--- src/rtl/core/assert_macros.svh ---
// assertion macros shared by the rtl
`ifndef ASSERT_MACROS_SVH
`define ASSERT_MACROS_SVH
`ifndef SYNTHESIS
`define ASSERT_ALWAYS(label, clk, rst_n, expr, msg) \
    label: assert property (@(posedge clk) disable iff (!rst_n) (expr)) else $error(msg);
`define ASSERT_IMPL(label, clk, rst_n, ante, cons, msg) \
    label: assert property (@(posedge clk) disable iff (!rst_n) (ante) |-> (cons)) \
        else $error(msg);
`else
`define ASSERT_ALWAYS(label, clk, rst_n, expr, msg)
`define ASSERT_IMPL(label, clk, rst_n, ante, cons, msg)
`endif
`endif

--- src/rtl/core/tpi_pkg.sv ---
// shared types, constants and tables of the trapezoidal integrator
package tpi_pkg;

    localparam int IN_W        = 24;
    localparam int CFG_W       = 21;
    localparam int OUT_W       = 64;
    localparam int F_W         = 56;
    localparam int POINT_GUARD = 22;
    localparam int PT_W        = 48;
    localparam int Q_W         = 36;
    localparam int RED_W       = 48;
    localparam int DIV_W       = 80;
    localparam int DVS_W       = 22;
    localparam int MAG_W       = 24;

    localparam logic [CFG_W-1:0] CFG_RESET = 21'd1000000;

    localparam logic [1:0] SEL_SQUARE = 2'd0;
    localparam logic [1:0] SEL_CUBE   = 2'd1;
    localparam logic [1:0] SEL_SINE   = 2'd2;

    localparam logic signed [Q_W-1:0] Q30_PI      = 36'sd3373259426;
    localparam logic signed [Q_W-1:0] Q30_HALF_PI = 36'sd1686629713;
    localparam logic signed [Q_W-1:0] Q30_TWO_PI  = 36'sd6746518852;
    localparam logic signed [Q_W-1:0] Q30_GAIN    = 36'sd652032874;
    localparam logic [RED_W-1:0]      Q30_TWO_PI_U = 48'd6746518852;

    // subtract stages needed to reduce the scaled angle below two pi
    function automatic int red_steps(int frac);
        return (frac < 21) ? (21 - frac) : 1;
    endfunction

    function automatic logic signed [Q_W-1:0] atan_q30(int i);
        logic signed [Q_W-1:0] r;
        case (i)
            0:  r = 36'sd843314856;
            1:  r = 36'sd497837829;
            2:  r = 36'sd263043836;
            3:  r = 36'sd133525158;
            4:  r = 36'sd67021686;
            5:  r = 36'sd33543515;
            6:  r = 36'sd16775850;
            7:  r = 36'sd8388437;
            8:  r = 36'sd4194282;
            9:  r = 36'sd2097149;
            10: r = 36'sd1048575;
            11: r = 36'sd524287;
            12: r = 36'sd262143;
            13: r = 36'sd131071;
            14: r = 36'sd65535;
            15: r = 36'sd32767;
            16: r = 36'sd16383;
            17: r = 36'sd8191;
            18: r = 36'sd4095;
            19: r = 36'sd2047;
            20: r = 36'sd1023;
            21: r = 36'sd511;
            22: r = 36'sd255;
            23: r = 36'sd127;
            default: r = '0;
        endcase
        return r;
    endfunction

endpackage

--- src/rtl/core/tpi_poly.sv ---
// four stage pipeline for the square and doubled cube integrands
module tpi_poly #(
    parameter int FRAC_BITS = 16
) (
    input  logic                                clk,
    input  logic signed [tpi_pkg::IN_W-1:0]     x,
    output logic signed [tpi_pkg::F_W-1:0]      square,
    output logic signed [tpi_pkg::F_W-1:0]      cube
);

    logic signed [47:0]              sq_full;
    logic [39:0]                     sq_reg;
    logic [39:0]                     sq2_reg;
    logic [39:0]                     sq3_reg;
    logic signed [tpi_pkg::IN_W-1:0] x1_reg;
    logic signed [48:0]              plo_reg;
    logic signed [40:0]              phi_reg;
    logic signed [63:0]              prod_reg;

    assign sq_full = x * x;

    always_ff @(posedge clk)
    begin
        sq_reg   <= 40'(sq_full >>> FRAC_BITS);
        x1_reg   <= x;
        // split the cube product into two partial products
        plo_reg  <= $signed({1'b0, sq_reg[23:0]}) * x1_reg;
        phi_reg  <= $signed({1'b0, sq_reg[39:24]}) * x1_reg;
        sq2_reg  <= sq_reg;
        prod_reg <= (64'(phi_reg) <<< 24) + 64'(plo_reg);
        sq3_reg  <= sq2_reg;
        cube     <= tpi_pkg::F_W'((prod_reg <<< 1) >>> FRAC_BITS);
        square   <= $signed(tpi_pkg::F_W'(sq3_reg));
    end

endmodule

--- config.mk ---
export PLATFORM = sky130hd
export DESIGN_NAME = tpi_poly
export DESIGN_NICKNAME = d
export VERILOG_FILES = /design/src/rtl/core/assert_macros.svh /design/src/rtl/core/tpi_pkg.sv /design/src/rtl/core/tpi_poly.sv
export SDC_FILE = /design/constraint.sdc
export NUM_CORES = 2
export LEC_CHECK = 0
export BUFFER_PORTS_ARGS = -buffer_cell sky130_fd_sc_hd__buf_2
export CAP_MARGIN = 20
export CORE_MARGIN = 2
export CORE_UTILIZATION = 25
export DETAILED_ROUTE_END_ITERATION = 6
export GPL_ROUTABILITY_DRIVEN = 1
export HOLD_SLACK_MARGIN = 0.06
export SLEW_MARGIN = 20
export SYNTH_ARGS = -nofsm -noshare
export SYNTH_HDL_FRONTEND = slang
export SYNTH_SLANG_ARGS = --single-unit
--- constraint.sdc ---
create_clock -name clk -period 11.8 [get_ports clk]
set_input_delay 2.36 -clock clk [delete_from_list [all_inputs] [get_ports clk]]
set_output_delay 2.36 -clock clk [all_outputs]
set_load 0.01 [all_outputs]
# [After elaboration in Yosys (flattened, before gate mapping)]
# Index checks and enable logic that the tools add are counted.
[classes] add_sub_neg=1 multipliers=3 n_bitwise=0 eq_ne=0 order_cmp=0 n_mux=0 n_reduce_logical=0 div_mod_pow=0 n_shift=0
[op_table] op="63-bit by 49-bit adder with 63-bit output" n=1
[op_table] op="25-bit by 24-bit multiplier with 49-bit output" n=1
[op_table] op="24-bit by 24-bit multiplier with 48-bit output" n=1
[op_table] op="17-bit by 24-bit multiplier with 39-bit output" n=1
[word_totals] regBits=351 latchBits=0 mem_count=0 ramBits=0 out_inout_bits=112 rom_bits=0 wordCells=13 in_bits=25

# [Logic depth before layout (Yosys ltp)]
[logic_depth] word_depth=1 mapped_depth=28 ltp_nobuf=26

# [Worst setup path before layout]
# OpenSTA, ideal clock, no wires.
[synth_path] kind="in2reg" from="input port x[2] (netlist name)" to="register sq_reg[25]" required_ps=11673 slack_ps=2857 arrival_ps=8816 path_stages=26 setup_ps=127 n_path_buf=2 cell_sequence="clkbuf_1 -> clkbuf_1 -> nand2_1 -> fa_1 -> fa_1 -> fa_1 -> inv_1 -> fa_1 -> inv_1 -> fa_1 -> inv_1 -> fa_1 -> inv_1 -> fa_1 -> inv_1 -> ha_1 -> a21o_1 -> a21oi_1 -> nor3_1 -> or3_1 -> a31oi_1 -> o41a_1 -> o21bai_4 -> a21oi_1 -> o31ai_2 -> xor2_1"
[synth_between] elab_chain_len=1
[synth_rtl] item="from (decl)" line="tpi_poly.sv:6" rtl="input logic signed [tpi_pkg::IN_W-1:0] x,"
[synth_rtl] item="24-bit by 24-bit multiplier with 48-bit output" line="tpi_poly.sv:20" rtl="assign sq_full = x * x;"
[synth_rtl] item="net sq_full[41]" line="tpi_poly.sv:11" rtl="logic signed [47:0] sq_full;"
[synth_rtl] item="to (signal assigned)" line="tpi_poly.sv:24" rtl="sq_reg <= 40'(sq_full >>> FRAC_BITS);"
[synth_rtl] item="to (decl)" line="tpi_poly.sv:12" rtl="logic [39:0] sq_reg;"
# The timed path passes the listed nets, and every way through them passes these cells.

# [Final worst setup path]
[layout_path] from="input port x[23] (netlist name)" to="register sq_reg[31] (netlist name)"
[layout_between] elab_chain_len=1
[layout_rtl] item="24-bit by 24-bit multiplier with 48-bit output" line="tpi_poly.sv:20"
[layout_rtl] item="net sq_full[47]" line="tpi_poly.sv:11"
# The timed path passes the listed nets, and every way through them passes these cells.

==> results.md <==
* Cell area after placement at ~61000 sq um
* Xor/xnor share of the synthesized area at 0.0238
* Layout overhead on the synthesized area at 9.46%
* Max-cap violations at 0
* Top cells by area in the synthesized netlist: fa_1 48%, dfxtp_1 11%, inv_1 11%, ha_1 10%, and2_1 5.0%
* Setup Crit Path Kind: primary input to flip-flop
* Arr. time, crit path at between 9 and 10 ns
* Part of the cycle the worst path needs at 0.791
* Run status: finished, final reports clean
* Clock Path Buffers at 3
* Min-delay worst type: flip-flop to flip-flop
* Final setup violation count at 0
* Mean post-synth cell area at around 9.8 sq um
* Headroom to the max-slew limit at 0.241
* Effective utilization at floorplan at 0.252
* Setup repair after global routing missed its margin: false
* Largest stage delay on the critical path at approximately 0.7 ns
* First-pass GRT wire length at between 200000 and 250000 microns
* R2R Setup Slk at between 3 and 4 ns
* Source of the worst register-to-register timing path: sq_reg[9]$_DFF_P_
* Largest family of logic cells by synthesized area: adder cells
* Required time at the endpoint of the critical path at 12.33 ns
* Flops & latches, synth at 321
* Setup total negative slack at 0 ns
* Boundary Pins at approximately 140
* Core footprint at 225000 sq um
* Clock Root Buffer: clkbuf_16
* Post-synth EDFFs at 0
* Fmax achieved at 107 MHz
* Worst-Skew Late Latency at 0.64 ns
* Maximum fanout encountered on the critical timing path at 47
* Starting DRC count in detailed routing at 2179
* Fraction of layout instances using a drive strength above 1 at 0.0480
* Setup Fix Bufs, Post-CTS at 0
* Total number of vias at 37100
* H-tree lvl count at 2
* Leftover overflow at the end of global routing at 0
* Count of unique library cells instantiated by Yosys at 62
* Cell class contributing the biggest share of worst-path delay: adder cells
* Yosys warning count at 0
* WHS at approximately 0.32 ns
* Nets@finish at 7659
* First-pass DRT Iterations at 5
* Final routed wire length divided by cell count at roughly 16 microns
* Clock-pin transition on the worst setup and hold timing paths at 0.07 ns
* Max-slew violations at 0
* IO buf count at 120
* Row cnt at approximately 170
* Sinks on the clock net at between 300 and 400
* Share of cell area taken by muxes after synthesis at 0.000375
* Cell type with the highest aggregate area in the netlist: fa_1
* Adder and majority gate portion of the synthesized area at 0.586
* Overall routing resource usage at 0.127
* Cell occurring most often along the worst timing path: fa_1
* Worst Tran Pin Value at 1.14 ns
* CTS Hold Buffers Added at 0
* Top FF cell, synth: dfxtp_1
* Launch instance of the worst min-delay path: prod_reg[49]$_DFF_P_
* Top cells by instance count after synthesis: 1596 x inv_1, 1366 x fa_1, 597 x nand2_1, 473 x ha_1, 456 x and2_1
* Startpoint type of the worst setup path: primary input
* CTS Buf Count at between 40 and 50
* Final setup margin at 2.47 ns
* Standard cell with the maximum stage delay on the critical path: fa_1
* Combined buffer and inverter count along the critical path at 6
* Combined area of all synthesized cells at between 50000 and 60000 sq um
* Fraction of post-synthesis cell area in the top cell type by area at 0.482
* Number of global-route vias before repair at between 40000 and 50000
* TritonCTS clock tree: done
* Hold Fails Final Rpt at 0
* DP HPWL at approximately 110000 microns
* Library cell with the highest instance count after synthesis: inv_1
* Source of the critical timing path: x[23]
* Largest net degree at the start of global routing at 48
* Gpl congestion at about 0.9
* Post-layout min period at just over 9 ns
* Compound-cell area share of the yosys netlist at 0.0426
* Final WL at roughly 140000 microns
* Placement Setup Slack at 1.79 ns
* DRC violation count after routing at 0
* Area share of and/or/nand/nor cells after synthesis at 0.112
* Resized cells post-CTS at 0
* Kind of end point of the critical path: flip-flop
* Final design area excluding fillers at 62100 sq um
* Mapped Cells at about 5800
* Number of antenna violations at the first check in global routing at 6
* DR vias/cell at roughly 4.2
* Post-detailed-route count of antenna-violating nets at 0
* Asr flop ratio synth at 0
* Height of the chip at 481 microns
* Seq/Total Area, Yosys at 0.113
* Fillers at ~24000
* Die W at approximately 480 microns
* Maximum clock skew at final layout at 0.0325 ns
* Die area at 231000 sq um
[routing by layer]
metal  share of wire  vias up  wire length (microns)  GRT usage
met5               0        -                      0          0
met4           0.025        0                   3600     0.0335
met3           0.067      218                   9580     0.0192
met2            0.46     1088                  65400      0.207
met1            0.45    19100                  65100      0.176
li1                -    16700                      -          -
[area by class of cell]
class                   instances  area [sq um]  area share
repair buffers                162           916      0.0147
diodes                          3          7.51    0.000121
flip-flops and latches        321          6450       0.104
clock inverters                31           384     0.00618
multi-input cells            3669         43500       0.699
well taps                    2992          3740      0.0602
clock buffers                  51          1190      0.0191
inverters                    1596          5990      0.0964
[final timing paths]
kind                                       endpoint  depth (start not counted)
worst max-delay path             sq_reg[31]$_DFF_P_                         25
worst min-delay path               cube[34]$_DFF_P_                          0
worst max register to register  plo_reg[47]$_DFF_P_                         25
worst min register to register     cube[34]$_DFF_P_                          0
[cells in the final DEF, fill, tap and decap left out, drive strengths merged, types with 32 or more instances in the layout]
| cell | n |
|---|---|
| inv | 1603 |
| nor2 | 87 |
| xnor2 | 112 |
| ha | 473 |
| nor2b | 40 |
| dfxtp | 321 |
| nand2b | 32 |
| a21oi | 101 |
| clkbuf | 51 |
| nand2 | 597 |
| xor2 | 42 |
| a21o | 73 |
| fa | 1366 |
| and2 | 456 |
| buf | 162 |
| o21ai | 64 |
| o21a | 33 |
[logic make-up after synthesis]
group,Yosys count
AOI/OAI and AO/OA,362
muxes,2
adders and majority gates,1839
buffers and inverters,1818
and+or+nand+nor,1296
DFF,321
xor gates and xnor gates,154
other,1
[through the flow]
step	instances	utilization
6_report	8825	0.276
5_1_grt	8822	0.276
4_1_cts	8822	0.276
3_5_place_dp	8740	0.269
3_3_place_gp	8740	0.269
2_1_floorplan	5808	-
Power is left out: the tool's default activity adds up to more than one toggle a clock period on the data nets, which glitch-free logic cannot reach.
