[src/rtl/core/assert_macros.svh]
// assertion macros shared by the rtl
`ifndef ASSERT_MACROS_SVH
`define ASSERT_MACROS_SVH
`ifndef SYNTHESIS
`define ASSERT_ALWAYS(label, clk, rst_n, expr, msg) \
    label: assert property (@(posedge clk) disable iff (!rst_n) (expr)) else $error(msg);
`define ASSERT_IMPL(label, clk, rst_n, ante, cons, msg) \
    label: assert property (@(posedge clk) disable iff (!rst_n) (ante) |-> (cons)) \
        else $error(msg);
`else
`define ASSERT_ALWAYS(label, clk, rst_n, expr, msg)
`define ASSERT_IMPL(label, clk, rst_n, ante, cons, msg)
`endif
`endif

[src/rtl/core/tpi_pkg.sv]
// shared types, constants and tables of the trapezoidal integrator
package tpi_pkg;

    localparam int IN_W        = 24;
    localparam int CFG_W       = 21;
    localparam int OUT_W       = 64;
    localparam int F_W         = 56;
    localparam int POINT_GUARD = 22;
    localparam int PT_W        = 48;
    localparam int Q_W         = 36;
    localparam int RED_W       = 48;
    localparam int DIV_W       = 80;
    localparam int DVS_W       = 22;
    localparam int MAG_W       = 24;

    localparam logic [CFG_W-1:0] CFG_RESET = 21'd1000000;

    localparam logic [1:0] SEL_SQUARE = 2'd0;
    localparam logic [1:0] SEL_CUBE   = 2'd1;
    localparam logic [1:0] SEL_SINE   = 2'd2;

    localparam logic signed [Q_W-1:0] Q30_PI      = 36'sd3373259426;
    localparam logic signed [Q_W-1:0] Q30_HALF_PI = 36'sd1686629713;
    localparam logic signed [Q_W-1:0] Q30_TWO_PI  = 36'sd6746518852;
    localparam logic signed [Q_W-1:0] Q30_GAIN    = 36'sd652032874;
    localparam logic [RED_W-1:0]      Q30_TWO_PI_U = 48'd6746518852;

    // subtract stages needed to reduce the scaled angle below two pi
    function automatic int red_steps(int frac);
        return (frac < 21) ? (21 - frac) : 1;
    endfunction

    function automatic logic signed [Q_W-1:0] atan_q30(int i);
        logic signed [Q_W-1:0] r;
        case (i)
            0:  r = 36'sd843314856;
            1:  r = 36'sd497837829;
            2:  r = 36'sd263043836;
            3:  r = 36'sd133525158;
            4:  r = 36'sd67021686;
            5:  r = 36'sd33543515;
            6:  r = 36'sd16775850;
            7:  r = 36'sd8388437;
            8:  r = 36'sd4194282;
            9:  r = 36'sd2097149;
            10: r = 36'sd1048575;
            11: r = 36'sd524287;
            12: r = 36'sd262143;
            13: r = 36'sd131071;
            14: r = 36'sd65535;
            15: r = 36'sd32767;
            16: r = 36'sd16383;
            17: r = 36'sd8191;
            18: r = 36'sd4095;
            19: r = 36'sd2047;
            20: r = 36'sd1023;
            21: r = 36'sd511;
            22: r = 36'sd255;
            23: r = 36'sd127;
            default: r = '0;
        endcase
        return r;
    endfunction

endpackage

[src/rtl/core/tpi_div.sv]
// restoring divider, one quotient bit per cycle
module tpi_div (
    input  logic                          clk,
    input  logic                          rst_n,
    input  logic                          start,
    input  logic [tpi_pkg::DIV_W-1:0]     dividend,
    input  logic [tpi_pkg::DVS_W-1:0]     divisor,
    output logic [tpi_pkg::DIV_W-1:0]     quotient,
    output logic                          done
);

    localparam int DW = tpi_pkg::DIV_W;
    localparam int VW = tpi_pkg::DVS_W;
    localparam int CW = $clog2(DW + 1);

    logic [DW-1:0] q_reg;
    logic [VW-1:0] rem_reg;
    logic [VW-1:0] dvs_reg;
    logic [CW-1:0] cnt_reg;
    logic          run_reg;
    logic          done_reg;
    logic [VW:0]   trial;
    logic [VW:0]   diff;
    logic          fits;

    assign trial = {rem_reg, q_reg[DW-1]};
    assign diff  = trial - {1'b0, dvs_reg};
    assign fits  = trial >= {1'b0, dvs_reg};

    always_ff @(posedge clk or negedge rst_n)
    begin
        if (!rst_n)
        begin
            run_reg  <= 1'b0;
            done_reg <= 1'b0;
            cnt_reg  <= '0;
        end
        else
        begin
            done_reg <= 1'b0;
            if (start)
            begin
                run_reg <= 1'b1;
                cnt_reg <= CW'(DW);
            end
            else if (run_reg)
            begin
                cnt_reg <= cnt_reg - 1'b1;
                if (cnt_reg == CW'(1))
                begin
                    run_reg  <= 1'b0;
                    done_reg <= 1'b1;
                end
            end
        end
    end

    always_ff @(posedge clk)
    begin
        if (start)
        begin
            q_reg   <= dividend;
            rem_reg <= '0;
            dvs_reg <= divisor;
        end
        else if (run_reg)
        begin
            q_reg   <= {q_reg[DW-2:0], fits};
            rem_reg <= fits ? diff[VW-1:0] : trial[VW-1:0];
        end
    end

    assign quotient = q_reg;
    assign done     = done_reg;

endmodule

[config.mk]
export PLATFORM = sky130hd
export DESIGN_NAME = tpi_div
export DESIGN_NICKNAME = d
export VERILOG_FILES = /design/src/rtl/core/assert_macros.svh /design/src/rtl/core/tpi_pkg.sv /design/src/rtl/core/tpi_div.sv
export SDC_FILE = /design/constraint.sdc
export NUM_CORES = 1
export LEC_CHECK = 0
export BUFFER_PORTS_ARGS = -buffer_cell sky130_fd_sc_hd__buf_2
export CAP_MARGIN = 20
export CORE_MARGIN = 8
export CORE_UTILIZATION = 57
export DETAILED_ROUTE_END_ITERATION = 7
export GPL_TIMING_DRIVEN = 1
export PLACE_DENSITY = 0.86
export REMOVE_ABC_BUFFERS = 1
export SLEW_MARGIN = 20
export SYNTH_ARGS = -nofsm -noshare
export SYNTH_HDL_FRONTEND = slang
export SYNTH_SLANG_ARGS = --single-unit
[constraint.sdc]
create_clock -name clk -period 7.15 [get_ports clk]
set_input_delay 1.43 -clock clk [delete_from_list [all_inputs] [get_ports clk]]
set_output_delay 1.43 -clock clk [all_outputs]
set_load 0.1 [all_outputs]
After elaboration in Yosys (flattened, before gate mapping):

Index checks and enable logic that the tools add are counted.

* bits in registers: 133
* output and inout bits: 81
* input port bits: 105
* word-level logic and storage cells: 22

* equality and inequality tests: 1
* $lt $le $gt $ge: 1
* muxes and demuxes: 11
* add/subtract/negate cells: 2
* reductions and logical operators: 1

Operators with widths (count)
* 80-bit two-way mux: 2
* 23-bit by 22-bit greater-or-equal comparator with 1-bit output: 1
* 22-bit two-way mux: 1
* 22-bit subtractor: 1
* 7-bit two-way mux: 2
* 7-bit by 1-bit equality test with 1-bit output (second input constant): 1
* 7-bit by 1-bit subtractor with 7-bit output (second input constant): 1
* 1-bit two-way mux: 6
* 2-bit nonzero test: 1

Depth between registers and ports, before layout:

Gate-level depths: netlist of the first run.

* word-level depth: 4
* mapped depth: 12
* mapped depth without buffers: 12

Worst setup path after synthesis of the first run:

Ideal clock, no wire load.

* path kind: input to register
* start point: input start
* end point: register q_reg[0] (netlist: quotient[0]) (enable)
* slack: 3.336 ns
* required time: 6.716 ns
* arrival: 3.381 ns
* stages: 3
* setup time: 0.434 ns
* cells stage by stage: clkbuf_1 nor2_1 inv_1

* cells in the longest elaborated chain, start to end: 1

RTL lines
* from (decl): RTL line tpi_div.sv:5 `input logic start,`
* 2-bit nonzero test (no source line)
* to (signal assigned): RTL line tpi_div.sv:62 `q_reg <= dividend;`
* to (signal assigned): RTL line tpi_div.sv:68 `q_reg <= {q_reg[DW-2:0], fits};`
* to (decl): RTL line tpi_div.sv:16 `logic [DW-1:0] q_reg;`

Every way passes these cells.
A chain may end at the register's enable or synchronous reset.

Final worst setup path of the first run:

* start point: register q_reg[79] (netlist: quotient[79])
* end point: register rem_reg[18]

* cells in the longest elaborated chain, start to end: 2
* elaborated cells on any way between the ends: 3

RTL lines
* 22-bit subtractor / 23-bit by 22-bit greater-or-equal comparator with 1-bit output (equally long branches): RTL line tpi_div.sv:27, tpi_div.sv:28
* 22-bit two-way mux *: RTL line tpi_div.sv:69 `rem_reg <= fits ? diff[VW-1:0] : trial[VW-1:0];`
* to (signal assigned): RTL line tpi_div.sv:69
* to (decl): RTL line tpi_div.sv:17 `logic [VW-1:0] rem_reg;`

Mark *: on every way between the ends. The rest lies on a longest branch, timed or not.

==> results of run 1 <==
## layer usage
metal  wire length [µm]  GRT usage  vias to the layer above  part of all wire
met2               9290      0.405                      160              0.53
met1               6450      0.217                     2386              0.37
met5                 29          0                        -            0.0017
met3               1420     0.0940                       28             0.081
li1                   -          -                     2322                 -
met4                297     0.0900                        6             0.017
## worst reg2reg max path, cell delays in order (launching register included)
cell and delay [ns]:
edfxtp_1 0.42, inv_1 0.08, ha_1 0.15, inv_1 0.07
fa_1 0.44, a211oi_1 0.52, o21bai_4 0.15, a2111oi_4 0.44
nor2_2 0.12, a221oi_4 0.27, mux2_1 0.36, o21ai_1 0.17
a311oi_2 0.11
## report_power, final
part / switching (mW) / internal, mW / total, mW
registers: 0.0420 / 0.913 / 0.955
clock network: 0.323 / 0.512 / 0.835
logic: 0.491 / 0.138 / 0.629
total: 0.856 / 1.56 / 2.42
## through the flow
stage	util	hold WS, ns	setup slack (ns)	std cells
6_report	0.728	0.487	3.69	866
3_5_place_dp	0.678	0.478	3.54	833
4_1_cts	0.728	0.487	3.72	865
2_1_floorplan	-	0.445	3.55	501
3_3_place_gp	0.678	0.470	3.64	833
5_1_grt	0.728	0.514	3.51	866
## placed cells by master (no fill, tap or decap), types with 3 or more instances in the layout
cell type / instances
a211oi_1: 16
a21o_1: 7
a21oi_1: 16
a311oi_1: 4
a31oi_1: 4
buf_2: 184
buf_4: 5
clkbuf_1: 3
clkbuf_16: 17
clkinv_4: 3
dfrtp_1: 9
dfxtp_1: 22
edfxtp_1: 102
ha_1: 24
inv_1: 32
mux2_2: 80
mux2i_1: 14
nand2_1: 23
nand2b_1: 6
nand3_1: 5
nor2_1: 44
nor2b_1: 3
nor3_1: 7
nor3b_1: 4
o21a_1: 3
o21ai_0: 8
o21ai_1: 3
o31ai_1: 6
or2_2: 3
xnor2_1: 14
xor2_1: 7
## cell families (layout without fill, tap and decap cells)
family	count (synthesis)	after routing	synth area share
XOR/XNOR	21	21	0.0275
buffers and inverters	54	254	0.0314
AO/OA/AOI/OAI	88	88	0.104
other	0	1	0
AND/OR/NAND/NOR	106	106	0.0750
multiplexers	95	95	0.157
flip-flops	133	133	0.557
adder cells (fa/ha/maj)	25	25	0.0479
## path summary, 6_finish.rpt
check / slack [ns] / cells after the start / from / end
setup / recovery: 3.69 / 12 / quotient[79]$_DFFE_PP_ / rem_reg[18]$_SDFFE_PP0P_
hold / removal: 0.49 / 2 / rem_reg[2]$_SDFFE_PP0P_ / rem_reg[2]$_SDFFE_PP0P_
setup reg to reg: 3.69 / 12 / quotient[79]$_DFFE_PP_ / rem_reg[18]$_SDFFE_PP0P_
hold reg to reg: 0.49 / 2 / rem_reg[2]$_SDFFE_PP0P_ / rem_reg[2]$_SDFFE_PP0P_
max in group asynchronous: 6.11 / 1 / rst_n / cnt_reg[1]$_DFFE_PN0P_
min in group asynchronous: 0.86 / 1 / rst_n / cnt_reg[0]$_DFFE_PN0P_
## layout make-up
class,count,share of cell area
Sequential cell,133,0.449
Multi-Input combinational cell,335,0.331
Timing Repair Buffer,189,0.115
Clock buffer,20,0.0525
Tap cell,143,0.0215
Clock inverter,12,0.0155
Inverter,33,0.0149
Antenna cell,1,0.000301
==> results.ini, run 1 <==
[synthesis]
yosysMostFrequentCell = edfxtp_1
synth.distinct_cells = 58
ys_ff_latch = 133
syn_area_per_cell_um2 = 12.8
synthArstFlopShare = 0.0677
ys_seq_area_frac = 0.557
ys_warn_count = 0
synth_area_leaders = edfxtp_1, mux2_2, dfxtp_1
yosys.area.top_type = edfxtp_1
synth-edff-count = 102
synth_top_area_frac = 0.458
yosys-top-cells-count = edfxtp_1, mux2_2, nor2_1
synth_flop_cell = edfxtp_1
syn_area_um2 = 6690
synthCells = 522

[clock_tree]
cts.reportedPaths.clkPinSlew_ns = 0.06
cts_resized = 0
hold_buffers = 0
cts_sinks = 133
ctsRootBufferMaster = clkbuf_16
cts_tree = built
clockBufferDepth = 2
insertion_delay_ns = 0.42
h-tree-depth = 4
post_cts_buffers = 0
cts_buffers = 17

[timing]
finalSetupTns_ns = 0
fin_crit_ns = 3.46
final_hold_viol_count = 0
drv_slew = 0
worstMarginPinSlew_ns = 1.12
rsz0062_at_grt = no
max_freq_ghz = 0.289
setup_viol = 0
period_share = 0.484
finalClockSkew_ns = 0.0156
relSlewSlack = 0.250

[power_and_ir_drop]
leakagePower_nw = 3.58
vdd_drop_max_mv = 0.270
power_mw = 2.42
p_per_area_nw_per_um2 = 291

[drt]
vias = 4902
drc = 0
ant_nets = 0
wl_mm = 17.5
via_per_inst = 5.66
wl_per_cell_um = 20.2
dr.pass1.iters = 4
drt_iter0_drc = 306

[layout]
areaGrowthSynthToFinish_pct = 24.2
nets = 839
n_fill_cell = 775
fin_area_um2 = 8310
regArea_um2 = 3730
largest_register_ffs = 80
drive_gt1_frac = 0.429
multi_input_area_um2 = 2750

[floorplan]
rows = 39
pin_count = 186
die_h_um = 124
die_area_um2 = 15500
die_x_um = 124
core_area_um2 = 11400
start_util = 0.586

[worst_setup_path]
cp_cell_sequence = inv_1 -> ha_1 -> inv_1 -> fa_1 -> a211oi_1 -> o21bai_4 -> a2111oi_4 -> nor2_2 -> a221oi_4 -> mux2_1 -> o21ai_1 -> a311oi_2
crit_required_ns = 7.41
path_buf_inv = 2
crit_arrival_ns = 3.72
crit_fanout = 3
path_class = reg2reg
end_kind = register
cp_top_family = compound AO/OA/AOI/OAI gates
critPathSlowestCell = a211oi_1
slowest_delay_ns = 0.52
critPathMostFrequentCell = inv_1
start_kind = register

[min_path]
hp-class = reg2reg

[run]
drv_cap = 0

[placement]
placed_area_um2 = 7740
hpwl_mm = 12.5
io_buffers = 185
gp_congestion = 0.892

[global_route]
grt_max_degree = 95
grt_pass1_wl_mm = 27.5
antenna_found_initial = 4
grt_pass1_vias = 5313
grt_overflow_total = 0
grt_usage = 0.223

[outcome]
status = completed

(Power assumes the default switching activity.)
==> run 2, diff against run 1 <==
--- a/config.mk
+++ b/config.mk
@@ -8,10 +8,10 @@
 export BUFFER_PORTS_ARGS = -buffer_cell sky130_fd_sc_hd__buf_2
 export CAP_MARGIN = 20
 export CORE_MARGIN = 8
-export CORE_UTILIZATION = 57
+export CORE_UTILIZATION = 48
 export DETAILED_ROUTE_END_ITERATION = 7
 export GPL_TIMING_DRIVEN = 1
-export PLACE_DENSITY = 0.86
+export PLACE_DENSITY = 0.77
 export REMOVE_ABC_BUFFERS = 1
 export SLEW_MARGIN = 20
 export SYNTH_ARGS = -nofsm -noshare
==> constraint.sdc (replaced) <==
create_clock -name clk -period 2.9 [get_ports clk]
set_input_delay 0.58 -clock clk [delete_from_list [all_inputs] [get_ports clk]]
set_output_delay 0.58 -clock clk [all_outputs]
set_load 0.1 [all_outputs]
==> run 2 against run 1 <==
The run now ends with setup timing left. Cell count up 7.4%. Core utilization down 9.8 points. Clock power rose to 2.5 times the previous value. Die area up 16%. Sequential share of layout area down 1.9 points. Critical path type unchanged. Critical endpoint unchanged. Highest routed layer unchanged.
==> results.ini, run 2 (synthesized netlist as in run 1, its figures left out) <==
[clock_tree]
insertion_delay_ns = 0.42
cts_tree = built
cts_buffers = 17
h-tree-depth = 4
cts_sinks = 133
clockBufferDepth = 2
ctsRootBufferMaster = clkbuf_16
cts.reportedPaths.clkPinSlew_ns = 0.06

[layout]
regArea_um2 = 3730
stdcell_count = 930
nets = 865
fin_area_um2 = 8680
multi_input_area_um2 = 2810
final_cell_mix = buf_2, edfxtp_1, mux2_2
final_common_cell = buf_2
areaGrowthSynthToFinish_pct = 29.7
largest_register_ffs = 80
n_fill_cell = 1089
drive_gt1_frac = 0.468

[floorplan]
die_area_um2 = 18000
core_area_um2 = 13800
die_h_um = 134
rows = 43
start_util = 0.486
pin_count = 186
die_x_um = 134

[timing]
fin_crit_ns = 2.92
final_hold_viol_count = 0
drv_slew = 0
finalClockSkew_ns = 0.00753
max_freq_ghz = 0.343
setup_ws_ns = -0.0188
period_share = 1.01
worstMarginPinSlew_ns = 0.518
relSlewSlack = 0.655
setup_viol = 1
rsz0062_at_grt = yes

[worst_setup_path]
crit_fanout = 2
cp_cell_sequence = inv_2 -> ha_4 -> inv_2 -> fa_2 -> a211oi_2 -> buf_4 -> o21bai_4 -> a2111oi_4 -> nor2_2 -> a221oi_4 -> mux2_4 -> o21ai_4 -> a311oi_2
path_class = reg2reg
crit_required_ns = 3.18
end_kind = register
r2r_slack_ns = -0.02
slowest_delay_ns = 0.41
critPathSlowestCell = a2111oi_4
start_kind = register
critPathMostFrequentCell = inv_2
crit_arrival_ns = 3.20

[placement]
gp_congestion = 0.890
dp_cells = 890
placed_area_um2 = 7990
io_buffers = 185
hpwl_mm = 12.4

[global_route]
grt_pass1_vias = 5362
grt_pass1_wl_mm = 26.8
grt_usage = 0.188
antenna_found_initial = 4
grt_max_degree = 104
grt_overflow_total = 0

[drt]
via_per_inst = 5.35
wl_mm = 16.8
wl_per_cell_um = 18.1
drt_iter0_drc = 271
drc = 0
vias = 4980
ant_nets = 0
dr.pass1.iters = 4

[min_path]
hp-class = in2reg

[run]
drv_cap = 0

[outcome]
status = finished with violations
violations = setup timing

[power_and_ir_drop]
p_per_area_nw_per_um2 = 696
leakagePower_nw = 3.74
vdd_drop_max_mv = 0.599

[run 2: cell count changes in the layout (fill, tap and decap cells not counted), moves of 2 or more]
cell	delta
clkbuf_1	-3
buf_12	+4
inv_2	+2
ha_1	-2
buf_4	+21
inv_1	-2
[run 2: final cells by class]
cell class	count	share of cell area
diodes	2	0.000577
clock buffers	17	0.0490
clock inverters	15	0.0176
inverters	33	0.0143
multi-input cells	335	0.324
flip-flops and latches	133	0.430
well taps	180	0.0260
repair buffers	215	0.139
[run 2: routing by layer]
layer / part of all wire / GRT usage
met1: 0.38 / 0.198
met2: 0.51 / 0.323
met3: 0.090 / 0.0909
met4: 0.017 / 0.0618
met5: 0.0019 / 0
[run 2: timing repair]
action / 4_1_cts / 5_1_grt
hold endpoints to repair: 9 / 0
gates resized for setup: 5 / 10
hold buffers: 1 / 0
pin swaps: 4 / 17
setup endpoints to repair: 3 / 11
setup buffers: 3 / 2
[run 2: final timing paths]
path	startpoint	end	cells after the start
setup reg to reg	quotient[79]$_DFFE_PP_	rem_reg[18]$_SDFFE_PP0P_	13
min in group asynchronous	rst_n	cnt_reg[4]$_DFFE_PN0P_	2
hold reg to reg	rem_reg[2]$_SDFFE_PP0P_	rem_reg[2]$_SDFFE_PP0P_	2
max in group asynchronous	rst_n	cnt_reg[1]$_DFFE_PN0P_	2
setup / recovery	quotient[79]$_DFFE_PP_	rem_reg[18]$_SDFFE_PP0P_	13
hold / removal	divisor[11]	dvs_reg[11]$_DFFE_PP_	1
[run 2: where the power goes]
group | switching (mW) | leakage [nW] | internal (mW)
sequential | 0.0981 | 1.35 | 2.25
clock | 0.844 | 0.281 | 1.27
combinational | 1.21 | 2.11 | 0.368
[run 2: through the flow]
| stage | hold WS (ns) | power [mW] | TNS [ns] | setup slack, ns | utilization |
|---|---|---|---|---|---|
| floorplan | 0.284 | 3.58 | -40.92 | -0.698 | - |
| finish | 0.333 | 6.04 | -0.0188 | -0.0188 | 0.630 |
| CTS | 0.318 | 6.07 | 0 | 0.0189 | 0.626 |
| global route | 0.313 | 6.23 | -0.360 | -0.160 | 0.630 |
| detailed placement | 0.439 | 3.94 | -0.172 | -0.172 | 0.580 |
| global placement | 0.437 | 3.91 | -0.0958 | -0.0958 | 0.580 |
[run 2: critical path: cells and delay by family (launching register included)]
family          cells  cell delay [ns]
flops               1             0.39
buf+inv             3             0.26
fa+ha+maj           2             0.48
simple gates        1             0.11
mux                 1             0.34
compound gates      6             1.21
==> run 3, diff against run 2 <==
--- a/config.mk
+++ b/config.mk
@@ -8,10 +8,11 @@
 export BUFFER_PORTS_ARGS = -buffer_cell sky130_fd_sc_hd__buf_2
 export CAP_MARGIN = 20
 export CORE_MARGIN = 8
-export CORE_UTILIZATION = 48
+export CORE_UTILIZATION = 49
+export CTS_BUF_LIST = sky130_fd_sc_hd__clkbuf_8
 export DETAILED_ROUTE_END_ITERATION = 7
 export GPL_TIMING_DRIVEN = 1
-export PLACE_DENSITY = 0.77
+export PLACE_DENSITY = 0.79
 export REMOVE_ABC_BUFFERS = 1
 export SLEW_MARGIN = 20
 export SYNTH_ARGS = -nofsm -noshare
==> run 3 against run 2 <==
The run still ends with setup timing left. Sequential share of layout area rose by 1.2 points. Via count fell by 0.50%. Critical endpoint unchanged. Critical path depth did not move. Power fell by 8.2%. Final area fell by 2.8%. Worst hold slack got worse by 0.016 ns. Non-clock buffer count fell by 4. Wire length rose by 0.10%. Combinational power barely moved. Die area fell by 1.8%. Clock skew rose by 0.0062 ns.
==> results.ini, run 3 (synthesized netlist as in run 1, its figures left out) <==
[outcome]
status = finished with violations
violations = setup timing

[floorplan]
start_util = 0.503
die_h_um = 133
die_x_um = 133
core_area_um2 = 13300
die_area_um2 = 17700
pin_count = 186
rows = 42

[layout]
drive_gt1_frac = 0.466
stdcell_count = 920
areaGrowthSynthToFinish_pct = 26.1
final_common_cell = buf_2
nets = 861
fin_util = 0.635
final_cell_mix = buf_2, edfxtp_1, mux2_2
n_fill_cell = 1006
largest_register_ffs = 80

[power_and_ir_drop]
power.switching_mw = 2.08
netSwitchingFraction = 0.375
combinationalPowerShare = 0.284
p_per_area_nw_per_um2 = 657
internal_power_mw = 3.46
leakagePower_nw = 3.64
vdd_drop_max_mv = 0.563
clockPowerShare = 0.293
p_seq_frac = 0.423

[timing]
worstMarginPinSlew_ns = 0.587
final_hold_viol_count = 0
relSlewSlack = 0.607
max_freq_ghz = 0.339
period_share = 1.02
rsz0062_at_grt = yes
setup_viol = 1
fin_crit_ns = 2.95
drv_slew = 0
finalClockSkew_ns = 0.0137
setup_ws_ns = -0.0477

[clock_tree]
cts_tree = built
clockBufferDepth = 2
cts_sinks = 133
h-tree-depth = 4
insertion_delay_ns = 0.44
cts_buffers = 17
ctsRootBufferMaster = clkbuf_8
cts.reportedPaths.clkPinSlew_ns = 0.08

[global_route]
grt_usage = 0.189
grt_pass1_vias = 5370
grt_overflow_total = 0
antenna_found_initial = 2
grt_max_degree = 108
grt_pass1_wl_mm = 26.5

[placement]
gp_congestion = 0.886
pre_cts_slack_ns = -0.151
io_buffers = 185
hpwl_mm = 12.2
dp_cells = 882

[drt]
dr.pass1.iters = 4
wl_per_cell_um = 18.3
ant_nets = 0
drt_iter0_drc = 207
drc = 0
wl_mm = 16.8
via_per_inst = 5.39
vias = 4955

[worst_setup_path]
start_kind = register
end_kind = register
crit_required_ns = 3.19
crit_fanout = 2
crit_arrival_ns = 3.23
path_class = reg2reg

[run]
drv_cap = 0

[min_path]
hp-class = in2reg

-- run 3: timing repair --
action                                  4_1_cts  5_1_grt
hold buffers                                  1        0
buffers inserted                              0        5
endpoints found under the setup margin        3       21
pin swaps                                     3        7
endpoints found under the hold margin         9        0
resized for setup                             4        9
-- run 3: worst paths after layout --
| check | startpoint | to | slack, ns | cells after the start |
|---|---|---|---|---|
| max | quotient[79]$_DFFE_PP_ | rem_reg[18]$_SDFFE_PP0P_ | -0.05 | 13 |
| min | divisor[9] | dvs_reg[9]$_DFFE_PP_ | 0.32 | 1 |
| max reg2reg | quotient[79]$_DFFE_PP_ | rem_reg[18]$_SDFFE_PP0P_ | -0.05 | 13 |
| min reg2reg | rem_reg[2]$_SDFFE_PP0P_ | rem_reg[2]$_SDFFE_PP0P_ | 0.49 | 2 |
| max in group asynchronous | rst_n | cnt_reg[5]$_DFFE_PN0P_ | 2.17 | 2 |
| min in group asynchronous | rst_n | cnt_reg[0]$_DFFE_PN0P_ | 0.53 | 2 |
-- run 3: critical path: stages (launching register included) --
cell and delay (ns):
edfxtp_1 0.40, inv_1 0.08, ha_2 0.18, inv_2 0.04, fa_2 0.35, a211oi_2 0.23
buf_4 0.16, o21bai_4 0.09, a2111oi_4 0.35, nor2_2 0.09, a221oi_4 0.28, mux2_4 0.33
o21ai_2 0.12, a311oi_2 0.11
-- run 3: power groups by stage --
stage	logic (mW)	clock network, mW	registers [mW]
after floorplan	0.320	0	3.26
after global placement	1.54	0	2.37
after detailed placement	1.56	0	2.38
after CTS	1.57	1.66	2.34
after global routing	1.64	1.73	2.36
final	1.57	1.63	2.34
-- run 3: per-stage QoR --
step / TNS (ns) / total power, mW / hold slack [ns] / instance area (µm²)
4_1_cts: 0 / 5.58 / 0.282 / 8360
5_1_grt: -0.390 / 5.73 / 0.281 / 8440
6_report: -0.0477 / 5.54 / 0.317 / 8440
3_3_place_gp: -0.106 / 3.92 / 0.443 / 7930
2_1_floorplan: -40.92 / 3.58 / 0.284 / 6610
3_5_place_dp: -0.168 / 3.94 / 0.450 / 7930
-- run 3: area by class of cell --
type	count	area (µm²)	share of cell area
flip-flops and latches	133	3730	0.442
inverters	33	125	0.0148
clock inverters	14	173	0.0205
diodes	1	2.50	0.000297
multi-input cells	335	2800	0.332
well taps	176	220	0.0261
clock buffers	17	234	0.0277
repair buffers	211	1150	0.137
-- run 3: routing by layer --
| layer | GRT usage | vias up | wire length (µm) |
|---|---|---|---|
| met2 | 0.331 | 155 | 8640 |
| li1 | - | 2375 | - |
| met4 | 0.0681 | 4 | 248 |
| met5 | 0 | - | 23 |
| met3 | 0.0924 | 27 | 1510 |
| met1 | 0.190 | 2394 | 6400 |
